File: config.mk
export PLATFORM = sky130hd
export DESIGN_NAME = scheduled_activation_expiry_table
export DESIGN_NICKNAME = d
export VERILOG_FILES = /design/src/hdl/saet_pkg.sv /design/src/hdl/saet_ram.sv /design/src/hdl/saet_ctrl.sv /design/src/hdl/scheduled_activation_expiry_table.sv
export SDC_FILE = /design/constraint.sdc
export NUM_CORES = 2
export LEC_CHECK = 0
export ABC_CLOCK_PERIOD_IN_PS = 17800
export BUFFER_PORTS_ARGS = -buffer_cell sky130_fd_sc_hd__buf_2
export CAP_MARGIN = 0
export CORE_MARGIN = 2
export CORE_UTILIZATION = 40
export DETAILED_ROUTE_END_ITERATION = 8
export SETUP_SLACK_MARGIN = 0.4
export SLEW_MARGIN = 20
export SYNTH_ARGS = -nofsm -noshare
export SYNTH_HDL_FRONTEND = slang
export SYNTH_SLANG_ARGS = --single-unit
File: constraint.sdc
create_clock -name clk -period 17.8 [get_ports clk]
set_input_delay 2.67 -clock clk [delete_from_list [all_inputs] [get_ports clk]]
set_output_delay 2.67 -clock clk [all_outputs]
set_load 0.01 [all_outputs]
File: src/hdl/saet_pkg.sv
`timescale 1ns / 1ps

package saet_pkg;

    // Default table depths.
    localparam int SAET_SCHEDULE_DEPTH = 64;
    localparam int SAET_ACTIVE_DEPTH   = 64;

    // Field widths fixed by the item formats.
    localparam int TIME_W  = 32;
    localparam int COUNT_W = 7;

    // Command codes carried in an input beat.
    localparam logic CMD_LOAD = 1'b0;
    localparam logic CMD_STEP = 1'b1;

    // Configuration register indexes.
    typedef enum logic [0:0] {
        CFG_HOLD_TIME  = 1'b0,
        CFG_EXPIRY_TOL = 1'b1
    } saet_cfg_idx_t;

    // Controller states.
    typedef enum logic [2:0] {
        ST_IDLE,
        ST_LD_CMP,
        ST_LD_PUT,
        ST_EX_CHK,
        ST_EX_MOVE,
        ST_REL_RD,
        ST_REL_CHK,
        ST_FINISH
    } saet_state_t;

    // Input beat.
    typedef struct packed {
        logic              command;
        logic [TIME_W-1:0] time_value;
        logic              step_converged;
    } saet_in_t;

    // Result beat.
    typedef struct packed {
        logic [COUNT_W-1:0] inserted_count;
        logic [COUNT_W-1:0] removed_count;
        logic               update_required;
        logic [COUNT_W-1:0] active_count;
        logic               overflow_flag;
    } saet_out_t;

    // Status from the controller to the top level.
    typedef struct packed {
        logic      idle;
        logic      done;
        saet_out_t res;
    } saet_stat_t;

endpackage

File: src/hdl/saet_ram.sv
`timescale 1ns / 1ps

module saet_ram
    import saet_pkg::*;
#(
    parameter int DEPTH = SAET_ACTIVE_DEPTH,
    parameter int WIDTH = TIME_W,
    localparam int AW = $clog2(DEPTH)
)(
    input  logic             clk,
    input  logic             we,
    input  logic [AW-1:0]    waddr,
    input  logic [WIDTH-1:0] wdata,
    input  logic             re,
    input  logic [AW-1:0]    raddr,
    output logic [WIDTH-1:0] rdata
);

    logic [WIDTH-1:0] mem [DEPTH];
    logic [WIDTH-1:0] rdata_reg;

    // Single write port.
    always_ff @(posedge clk)
    begin
        if (we)
        begin
            mem[waddr] <= wdata;
        end
    end

    // Registered read; the data holds until the next read.
    always_ff @(posedge clk)
    begin
        if (re)
        begin
            rdata_reg <= mem[raddr];
        end
    end

    assign rdata = rdata_reg;

endmodule

File: src/hdl/saet_ctrl.sv
`timescale 1ns / 1ps

module saet_ctrl
    import saet_pkg::*;
#(
    parameter int SCHEDULE_DEPTH = SAET_SCHEDULE_DEPTH,
    parameter int ACTIVE_DEPTH   = SAET_ACTIVE_DEPTH,
    localparam int SAW = $clog2(SCHEDULE_DEPTH),
    localparam int AAW = $clog2(ACTIVE_DEPTH)
)(
    input  logic              clk,
    input  logic              rst_n,
    input  logic              item_valid,
    input  saet_in_t          item,
    input  logic [TIME_W-1:0] hold_span,
    input  logic [TIME_W-1:0] expiry_tolerance,
    input  logic              res_free,
    output saet_stat_t        stat,
    // Schedule memory port.
    output logic              s_we,
    output logic [SAW-1:0]    s_waddr,
    output logic [TIME_W-1:0] s_wdata,
    output logic              s_re,
    output logic [SAW-1:0]    s_raddr,
    input  logic [TIME_W-1:0] s_rdata,
    // Active memory port.
    output logic              a_we,
    output logic [AAW-1:0]    a_waddr,
    output logic [TIME_W-1:0] a_wdata,
    output logic              a_re,
    output logic [AAW-1:0]    a_raddr,
    input  logic [TIME_W-1:0] a_rdata
);

    localparam int SCW = $clog2(SCHEDULE_DEPTH + 1);
    localparam int ACW = $clog2(ACTIVE_DEPTH + 1);
    localparam logic [SCW-1:0] SCHED_FULL  = SCW'(SCHEDULE_DEPTH);
    localparam logic [ACW-1:0] ACTIVE_FULL = ACW'(ACTIVE_DEPTH);

    saet_state_t       state_reg, state_next;
    logic [TIME_W-1:0] now_reg, now_next;
    logic [SCW-1:0]    cnt_reg, cnt_next;
    logic [SCW-1:0]    rp_reg, rp_next;
    logic [SCW-1:0]    pos_reg, pos_next;
    logic [ACW-1:0]    total_reg, total_next;
    logic [ACW-1:0]    idx_reg, idx_next;
    logic [ACW-1:0]    ins_reg, ins_next;
    logic [ACW-1:0]    rem_reg, rem_next;
    logic              ovf_reg, ovf_next;
    logic              begun_reg, begun_next;

    // Derived indexes and tests.
    logic              load_refused;
    logic [SCW-1:0]    cnt_m1, pos_m1, pos_m2;
    logic [SCW:0]      rp_p1;
    logic [ACW-1:0]    total_m1;
    logic [ACW:0]      idx_p1;
    logic [TIME_W:0]   rel_sum;
    logic [TIME_W-1:0] rel_expiry;
    logic [TIME_W-1:0] ex_slack;
    logic              expired;
    logic              releasable;
    logic [ACW+COUNT_W-1:0] ins_ext, rem_ext, total_ext;

    assign load_refused = begun_reg || (cnt_reg >= SCHED_FULL);
    assign cnt_m1   = cnt_reg - 1'b1;
    assign pos_m1   = pos_reg - 1'b1;
    assign pos_m2   = pos_reg - SCW'(2);
    assign rp_p1    = {1'b0, rp_reg} + 1'b1;
    assign total_m1 = total_reg - 1'b1;
    assign idx_p1   = {1'b0, idx_reg} + 1'b1;

    // Saturating expiry for a released event.
    assign rel_sum    = {1'b0, s_rdata} + {1'b0, hold_span};
    assign rel_expiry = rel_sum[TIME_W] ? {TIME_W{1'b1}} : rel_sum[TIME_W-1:0];
    assign releasable = (s_rdata <= now_reg);

    // Expiry less tolerance, floored at zero, against the current time.
    assign ex_slack = (a_rdata > expiry_tolerance) ? (a_rdata - expiry_tolerance) : '0;
    assign expired  = (ex_slack <= now_reg);

    assign ins_ext   = {{COUNT_W{1'b0}}, ins_reg};
    assign rem_ext   = {{COUNT_W{1'b0}}, rem_reg};
    assign total_ext = {{COUNT_W{1'b0}}, total_reg};

    // State and datapath registers.
    always_ff @(posedge clk or negedge rst_n)
    begin
        if (!rst_n)
        begin
            state_reg <= ST_IDLE;
            cnt_reg   <= '0;
            rp_reg    <= '0;
            total_reg <= '0;
            begun_reg <= 1'b0;
        end
        else
        begin
            state_reg <= state_next;
            cnt_reg   <= cnt_next;
            rp_reg    <= rp_next;
            total_reg <= total_next;
            begun_reg <= begun_next;
        end
    end

    always_ff @(posedge clk)
    begin
        now_reg <= now_next;
        pos_reg <= pos_next;
        idx_reg <= idx_next;
        ins_reg <= ins_next;
        rem_reg <= rem_next;
        ovf_reg <= ovf_next;
    end

    // Next state.
    always_comb
    begin
        state_next = state_reg;
        case (state_reg)
            ST_IDLE:
            begin
                if (item_valid)
                begin
                    if (item.command == CMD_LOAD)
                    begin
                        if (load_refused)
                            state_next = ST_FINISH;
                        else if (cnt_reg == '0)
                            state_next = ST_LD_PUT;
                        else
                            state_next = ST_LD_CMP;
                    end
                    else if (item.step_converged && (total_reg != '0))
                        state_next = ST_EX_CHK;
                    else
                        state_next = ST_REL_RD;
                end
            end
            ST_LD_CMP:
            begin
                if ((s_rdata > now_reg) && (pos_reg != SCW'(1)))
                    state_next = ST_LD_CMP;
                else
                    state_next = ST_LD_PUT;
            end
            ST_LD_PUT:
                state_next = ST_FINISH;
            ST_EX_CHK:
            begin
                if (expired)
                    state_next = (idx_reg == total_m1) ? ST_REL_RD : ST_EX_MOVE;
                else if (idx_p1 < {1'b0, total_reg})
                    state_next = ST_EX_CHK;
                else
                    state_next = ST_REL_RD;
            end
            ST_EX_MOVE:
                state_next = ST_EX_CHK;
            ST_REL_RD:
                state_next = (rp_reg < cnt_reg) ? ST_REL_CHK : ST_FINISH;
            ST_REL_CHK:
            begin
                if (releasable && (total_reg < ACTIVE_FULL) && (rp_p1 < {1'b0, cnt_reg}))
                    state_next = ST_REL_CHK;
                else
                    state_next = ST_FINISH;
            end
            ST_FINISH:
                state_next = res_free ? ST_IDLE : ST_FINISH;
            default:
                state_next = ST_IDLE;
        endcase
    end

    // Memory accesses and datapath updates.
    always_comb
    begin
        now_next   = now_reg;
        cnt_next   = cnt_reg;
        rp_next    = rp_reg;
        pos_next   = pos_reg;
        total_next = total_reg;
        idx_next   = idx_reg;
        ins_next   = ins_reg;
        rem_next   = rem_reg;
        ovf_next   = ovf_reg;
        begun_next = begun_reg;
        s_we       = 1'b0;
        s_waddr    = '0;
        s_wdata    = '0;
        s_re       = 1'b0;
        s_raddr    = '0;
        a_we       = 1'b0;
        a_waddr    = '0;
        a_wdata    = '0;
        a_re       = 1'b0;
        a_raddr    = '0;
        stat       = '0;

        case (state_reg)
            ST_IDLE:
            begin
                stat.idle = 1'b1;
                if (item_valid)
                begin
                    now_next = item.time_value;
                    ins_next = '0;
                    rem_next = '0;
                    ovf_next = 1'b0;
                    idx_next = '0;
                    if (item.command == CMD_LOAD)
                    begin
                        if (load_refused)
                        begin
                            ovf_next = 1'b1;
                        end
                        else
                        begin
                            // Start the compare walk at the tail.
                            pos_next = cnt_reg;
                            if (cnt_reg != '0)
                            begin
                                s_re    = 1'b1;
                                s_raddr = cnt_m1[SAW-1:0];
                            end
                        end
                    end
                    else
                    begin
                        begun_next = 1'b1;
                        if (item.step_converged && (total_reg != '0))
                        begin
                            a_re    = 1'b1;
                            a_raddr = '0;
                        end
                    end
                end
            end
            ST_LD_CMP:
            begin
                // Later times move up one place; fetch the next one down.
                if (s_rdata > now_reg)
                begin
                    s_we     = 1'b1;
                    s_waddr  = pos_reg[SAW-1:0];
                    s_wdata  = s_rdata;
                    pos_next = pos_m1;
                    if (pos_reg != SCW'(1))
                    begin
                        s_re    = 1'b1;
                        s_raddr = pos_m2[SAW-1:0];
                    end
                end
            end
            ST_LD_PUT:
            begin
                s_we     = 1'b1;
                s_waddr  = pos_reg[SAW-1:0];
                s_wdata  = now_reg;
                cnt_next = cnt_reg + 1'b1;
            end
            ST_EX_CHK:
            begin
                if (expired)
                begin
                    rem_next = rem_reg + 1'b1;
                    if (idx_reg == total_m1)
                    begin
                        total_next = total_m1;
                    end
                    else
                    begin
                        // Fetch the last entry to fill the hole.
                        a_re    = 1'b1;
                        a_raddr = total_m1[AAW-1:0];
                    end
                end
                else
                begin
                    idx_next = idx_p1[ACW-1:0];
                    if (idx_p1 < {1'b0, total_reg})
                    begin
                        a_re    = 1'b1;
                        a_raddr = idx_p1[AAW-1:0];
                    end
                end
            end
            ST_EX_MOVE:
            begin
                // The moved entry stays on the read port and is tested next.
                a_we       = 1'b1;
                a_waddr    = idx_reg[AAW-1:0];
                a_wdata    = a_rdata;
                total_next = total_m1;
            end
            ST_REL_RD:
            begin
                if (rp_reg < cnt_reg)
                begin
                    s_re    = 1'b1;
                    s_raddr = rp_reg[SAW-1:0];
                end
            end
            ST_REL_CHK:
            begin
                if (releasable)
                begin
                    if (total_reg >= ACTIVE_FULL)
                    begin
                        ovf_next = 1'b1;
                    end
                    else
                    begin
                        a_we       = 1'b1;
                        a_waddr    = total_reg[AAW-1:0];
                        a_wdata    = rel_expiry;
                        total_next = total_reg + 1'b1;
                        rp_next    = rp_p1[SCW-1:0];
                        ins_next   = ins_reg + 1'b1;
                        if (rp_p1 < {1'b0, cnt_reg})
                        begin
                            s_re    = 1'b1;
                            s_raddr = rp_p1[SAW-1:0];
                        end
                    end
                end
            end
            ST_FINISH:
            begin
                stat.done = res_free;
            end
            default:
            begin
                stat.idle = 1'b0;
            end
        endcase

        // Result fields from the finished counters.
        stat.res.inserted_count  = ins_ext[COUNT_W-1:0];
        stat.res.removed_count   = rem_ext[COUNT_W-1:0];
        stat.res.update_required = (ins_reg != '0) || (rem_reg != '0);
        stat.res.active_count    = total_ext[COUNT_W-1:0];
        stat.res.overflow_flag   = ovf_reg;
    end

endmodule

File: src/hdl/scheduled_activation_expiry_table.sv
`timescale 1ns / 1ps
// A load shifts up k schedule entries (at most SCHEDULE_DEPTH - 1) before it writes its time;
// a step tests t active entries, moves m entries to fill removed slots and releases r events.
// Throughput: one item at a time; the next beat is taken once the result is registered.
// The walks read one entry per cycle through the registered memories, the expiry walk pausing for each move.
// Reset clears counts, pointers and the started flag; memories need no clearing.

module scheduled_activation_expiry_table
    import saet_pkg::*;
#(
    parameter int SCHEDULE_DEPTH = SAET_SCHEDULE_DEPTH,
    parameter int ACTIVE_DEPTH   = SAET_ACTIVE_DEPTH
)(
    input  logic              clk,
    input  logic              rst_n,
    input  logic              item_valid,
    output logic              item_ready,
    input  saet_in_t          item,
    output logic              result_valid,
    input  logic              result_ready,
    output saet_out_t         result,
    input  logic              cfg_valid,
    output logic              cfg_ready,
    input  saet_cfg_idx_t     cfg_index,
    input  logic [TIME_W-1:0] cfg_data
);

    localparam int SAW = $clog2(SCHEDULE_DEPTH);
    localparam int AAW = $clog2(ACTIVE_DEPTH);

    logic [TIME_W-1:0] hold_reg, tol_reg;
    logic              result_valid_reg;
    saet_out_t         result_reg;
    logic              res_free;
    saet_stat_t        stat;

    logic              s_we, s_re, a_we, a_re;
    logic [SAW-1:0]    s_waddr, s_raddr;
    logic [AAW-1:0]    a_waddr, a_raddr;
    logic [TIME_W-1:0] s_wdata, s_rdata, a_wdata, a_rdata;

    // Configuration registers.
    assign cfg_ready = 1'b1;

    always_ff @(posedge clk or negedge rst_n)
    begin
        if (!rst_n)
        begin
            hold_reg <= '0;
            tol_reg  <= '0;
        end
        else if (cfg_valid)
        begin
            case (cfg_index)
                CFG_HOLD_TIME:  hold_reg <= cfg_data;
                CFG_EXPIRY_TOL: tol_reg  <= cfg_data;
                default:        hold_reg <= hold_reg;
            endcase
        end
    end

    // Sorted schedule of event times.
    saet_ram #(
        .DEPTH (SCHEDULE_DEPTH),
        .WIDTH (TIME_W)
    ) u_sched_ram (
        .clk   (clk),
        .we    (s_we),
        .waddr (s_waddr),
        .wdata (s_wdata),
        .re    (s_re),
        .raddr (s_raddr),
        .rdata (s_rdata)
    );

    // Expiry times of active entries.
    saet_ram #(
        .DEPTH (ACTIVE_DEPTH),
        .WIDTH (TIME_W)
    ) u_active_ram (
        .clk   (clk),
        .we    (a_we),
        .waddr (a_waddr),
        .wdata (a_wdata),
        .re    (a_re),
        .raddr (a_raddr),
        .rdata (a_rdata)
    );

    saet_ctrl #(
        .SCHEDULE_DEPTH (SCHEDULE_DEPTH),
        .ACTIVE_DEPTH   (ACTIVE_DEPTH)
    ) u_ctrl (
        .clk              (clk),
        .rst_n            (rst_n),
        .item_valid       (item_valid),
        .item             (item),
        .hold_span        (hold_reg),
        .expiry_tolerance (tol_reg),
        .res_free         (res_free),
        .stat             (stat),
        .s_we             (s_we),
        .s_waddr          (s_waddr),
        .s_wdata          (s_wdata),
        .s_re             (s_re),
        .s_raddr          (s_raddr),
        .s_rdata          (s_rdata),
        .a_we             (a_we),
        .a_waddr          (a_waddr),
        .a_wdata          (a_wdata),
        .a_re             (a_re),
        .a_raddr          (a_raddr),
        .a_rdata          (a_rdata)
    );

    assign item_ready = stat.idle;

    // Output register: a finished result waits here while the next beat comes in.
    assign res_free = !result_valid_reg || result_ready;

    always_ff @(posedge clk or negedge rst_n)
    begin
        if (!rst_n)
        begin
            result_valid_reg <= 1'b0;
        end
        else if (stat.done)
        begin
            result_valid_reg <= 1'b1;
        end
        else if (result_ready)
        begin
            result_valid_reg <= 1'b0;
        end
    end

    always_ff @(posedge clk)
    begin
        if (stat.done)
        begin
            result_reg <= stat.res;
        end
    end

    assign result_valid = result_valid_reg;
    assign result       = result_reg;

    // An accepted beat keeps the controller busy in the following cycle.
    a_busy_after_accept: assert property (@(posedge clk) disable iff (!rst_n)
        (item_valid && item_ready) |=> !item_ready)
        else $error("controller took a second beat back to back");

    // A result is only produced when the output register can take it.
    a_done_has_room: assert property (@(posedge clk) disable iff (!rst_n)
        stat.done |-> (!result_valid_reg || result_ready))
        else $error("result overwrote one still waiting");

    // Loads and steps never write both memories in one cycle.
    a_single_writer: assert property (@(posedge clk) disable iff (!rst_n)
        !(s_we && a_we))
        else $error("schedule and active memories written together");

endmodule

==> results_dict.tcl <==
set metrics [dict create \
    rows 243 \
    leakagePower_nw 68.81 \
    synth_area_sq_um 175600 \
    syn-mean-instance-area_sq_um 14.06 \
    setup_tns_ns 0 \
    final.period_utilization_pct 59.94 \
    path_clk_slew_ns 0.06 \
    ys_ff_latch 4334 \
    dieArea_sq_um 444400 \
    ir_drop_mv 0.1352 \
    synth.largest_area_cell "edfxtp_1" \
    yosysWarningCount 0 \
    grt_first_pass_wirelength_um 777200 \
    nNetsFinal 12846 \
    endpoint_kind "flip-flop" \
    clock_latency_ns 1.00 \
    post_cts_buffers 0 \
    slew_headroom_pct 16.20 \
    htreeDepth 5 \
    rsz0062_at_grt "no" \
    ctsResizeCount 0 \
    drive_gt1_share_pct 10.83 \
    dr.pass1.iters 7 \
    core_area_sq_um 437500 \
    synth_edf_count 4244 \
    cp.arrival_ns 11.37 \
    cp-start-kind "flip-flop" \
    post-route-util_pct 45.14 \
    antenna_found_initial 57 \
    grt_pass1_vias 103424 \
    ant_nets 0 \
    worstMarginPinSlew_ns 1.225 \
    synth_fp_nets 12726 \
    start_util_pct 40.14 \
    drv_cap 0 \
    io_buffer_count 96 \
    cts_buffers 428 \
    die_h_um 666.6 \
    yosysUniqueCellTypes 98 \
    cts_hold_buf 0 \
    max_stage_delay_ns 0.81 \
    reg_top3 "u_active_ram.mem: 2048 flops, u_sched_ram.mem: 2048 flops" \
    synthTopCellsByCount "edfxtp_1 (4244), nand2_1 (3017), a21oi_1 (842), mux2i_1 (633), clkbuf_1 (422)" \
    cts.path.max_buffers 4 \
    die_x_um 666.6 \
    crit_required_ns 18.50 \
    timing.fmax_ghz 0.09372 \
    synthArstFlopShare_pct 2.077 \
    cts-root-buf "clkbuf_16" \
    overflow 0 \
    crit_fanout 115 \
    num_vias 110986 \
    ys_seq_area_share_pct 73.84 \
    skew_ns 0.06788 \
    drv_slew 0 \
    drc 0 \
    crit_slowest_cell "buf_4" \
    ys.flop_type "edfxtp_1" \
    synth.top_cell.area_share_pct 72.56 \
    drtIter0Drc 15006 \
    holdWs_ns 0.4833 \
    finalSetupViolations 0 \
    critical_path_class "flip-flop to flip-flop" \
    routed_wl_um 553200 \
    area_delta_synth_final_pct 12.44 \
    syn_inst 12490 \
    powerDensity_nw_per_um2 151.5 \
    post_drt_wl_per_cell_um 29.53 \
    clock_sinks 4334 \
    synth_area_leaders "edfxtp_1 (73%), nand2_1 (6.4%), mux2i_1 (3.6%)" \
    status "complete, no violations" \
    dp_hpwl_um 307200 \
    via_per_inst 5.924 \
    yosysMostFrequentCell "edfxtp_1" \
    grt_usage_pct 24.16 \
    min_period_ns 10.67 \
    grt_max_degree 210 \
    cts_tree "built" \
    finalHoldViolations 0 \
    gp_congestion 0.8920 \
    pin_count 98 \
    hold_path_class "flip-flop to flip-flop" \
]
## placed cells by master (no fill, tap or decap), types with 36 or more instances in the layout
master     instances
ha_1             162
nand3_1          324
clkbuf_16        436
a221oi_1         153
nor3_1            67
o21ai_0          133
a21o_1            41
o32ai_1           36
clkinv_1          91
inv_1            126
clkinv_2          90
xor2_1            47
or4_1             53
o221ai_1         137
edfxtp_1        4244
mux2_2           101
a21oi_1          840
o22ai_1          186
a2111oi_0        142
clkbuf_1          91
nor2_4           129
dfrtp_1           90
buf_2             95
a31oi_1          112
a311oi_1          42
nand4_1           57
xnor2_1           65
nand2_1         3014
nor2_1           168
and3_1           124
a211oi_1          84
mux2i_1          631
buf_4            311
## per-stage QoR
| step | cell area, sq um | total power (W) | cells | worst slack, ns |
|---|---|---|---|---|
| 5_1_grt | 197400 | 0.03088 | 18719 | 6.437 |
| 6_report | 197500 | 0.02992 | 18735 | 7.130 |
| 3_3_place_gp | 184000 | 0.02121 | 17934 | 7.298 |
| 4_1_cts | 197300 | 0.02987 | 18708 | 7.230 |
| 2_1_floorplan | 175600 | 0.01780 | 12490 | 10.77 |
| 3_5_place_dp | 184100 | 0.02128 | 17936 | 7.276 |
## cell families (layout without fill, tap and decap cells)
logic type / count (synthesis) / after routing / share of synthesized area [%]
DFF: 4334 / 4334 / 73.84
and+or+nand+nor: 4093 / 4093 / 9.668
AOI/OAI and AO/OA: 2179 / 2179 / 8.221
buffers and inverters: 867 / 1329 / 2.208
muxes: 740 / 740 / 4.321
adders and majority gates: 164 / 164 / 1.177
xor gates and xnor gates: 112 / 112 / 0.5585
other: 1 / 27 / 0.002135
## layout make-up
cell class	count	area [sq um]
well taps	5757	7203
repair buffers	429	3269
flip-flops and latches	4334	129700
multi-input cells	7289	43570
fillers	38193	240000
clock inverters	238	1843
diodes	26	65.06
clock buffers	534	11350
inverters	128	480.5
## power breakdown
group / internal [W] / switching, W / total (W) / leakage, nW
clock network: 0.00482 / 0.00387 / 0.00869 / 6.49
logic: 0.00224 / 0.00615 / 0.00839 / 22.1
registers: 0.0125 / 0.000340 / 0.0128 / 40.2
## worst paths after layout
path                                             from                     end  slack, ns  depth (start not counted)
worst max register to register  u_active_ram.rdata[0]  u_active_ram.rdata[26]       7.13                         31
worst min register to register       u_ctrl.begun_reg        u_ctrl.begun_reg       0.48                          1
worst max-delay path            u_active_ram.rdata[0]  u_active_ram.rdata[26]       7.13                         31
max in group asynchronous                       rst_n             tol_reg[30]      14.89                          2
worst min-delay path                 u_ctrl.begun_reg        u_ctrl.begun_reg       0.48                          1
min in group asynchronous                       rst_n     u_ctrl.total_reg[0]       1.63                          1
## layer usage
layer  part of all wire, %  vias up  track usage [%]
li1                      -    47464                -
met1                    40    56590            34.05
met2                    45     5922            37.17
met3                    10      986            4.315
met4                   4.5       24            9.555
met5                 0.031        -                0
## worst max-delay path, delay by kind of cell, from the launching register on
| family | cells | cell delay (ns) |
|---|---|---|
| simple gates | 7 | 2.47 |
| fa+ha+maj | 3 | 0.91 |
| flops | 1 | 0.46 |
| mux | 1 | 0.27 |
| compound gates | 13 | 3.33 |
| buf+inv | 7 | 2.72 |
Power figures use the tool's default switching activity.
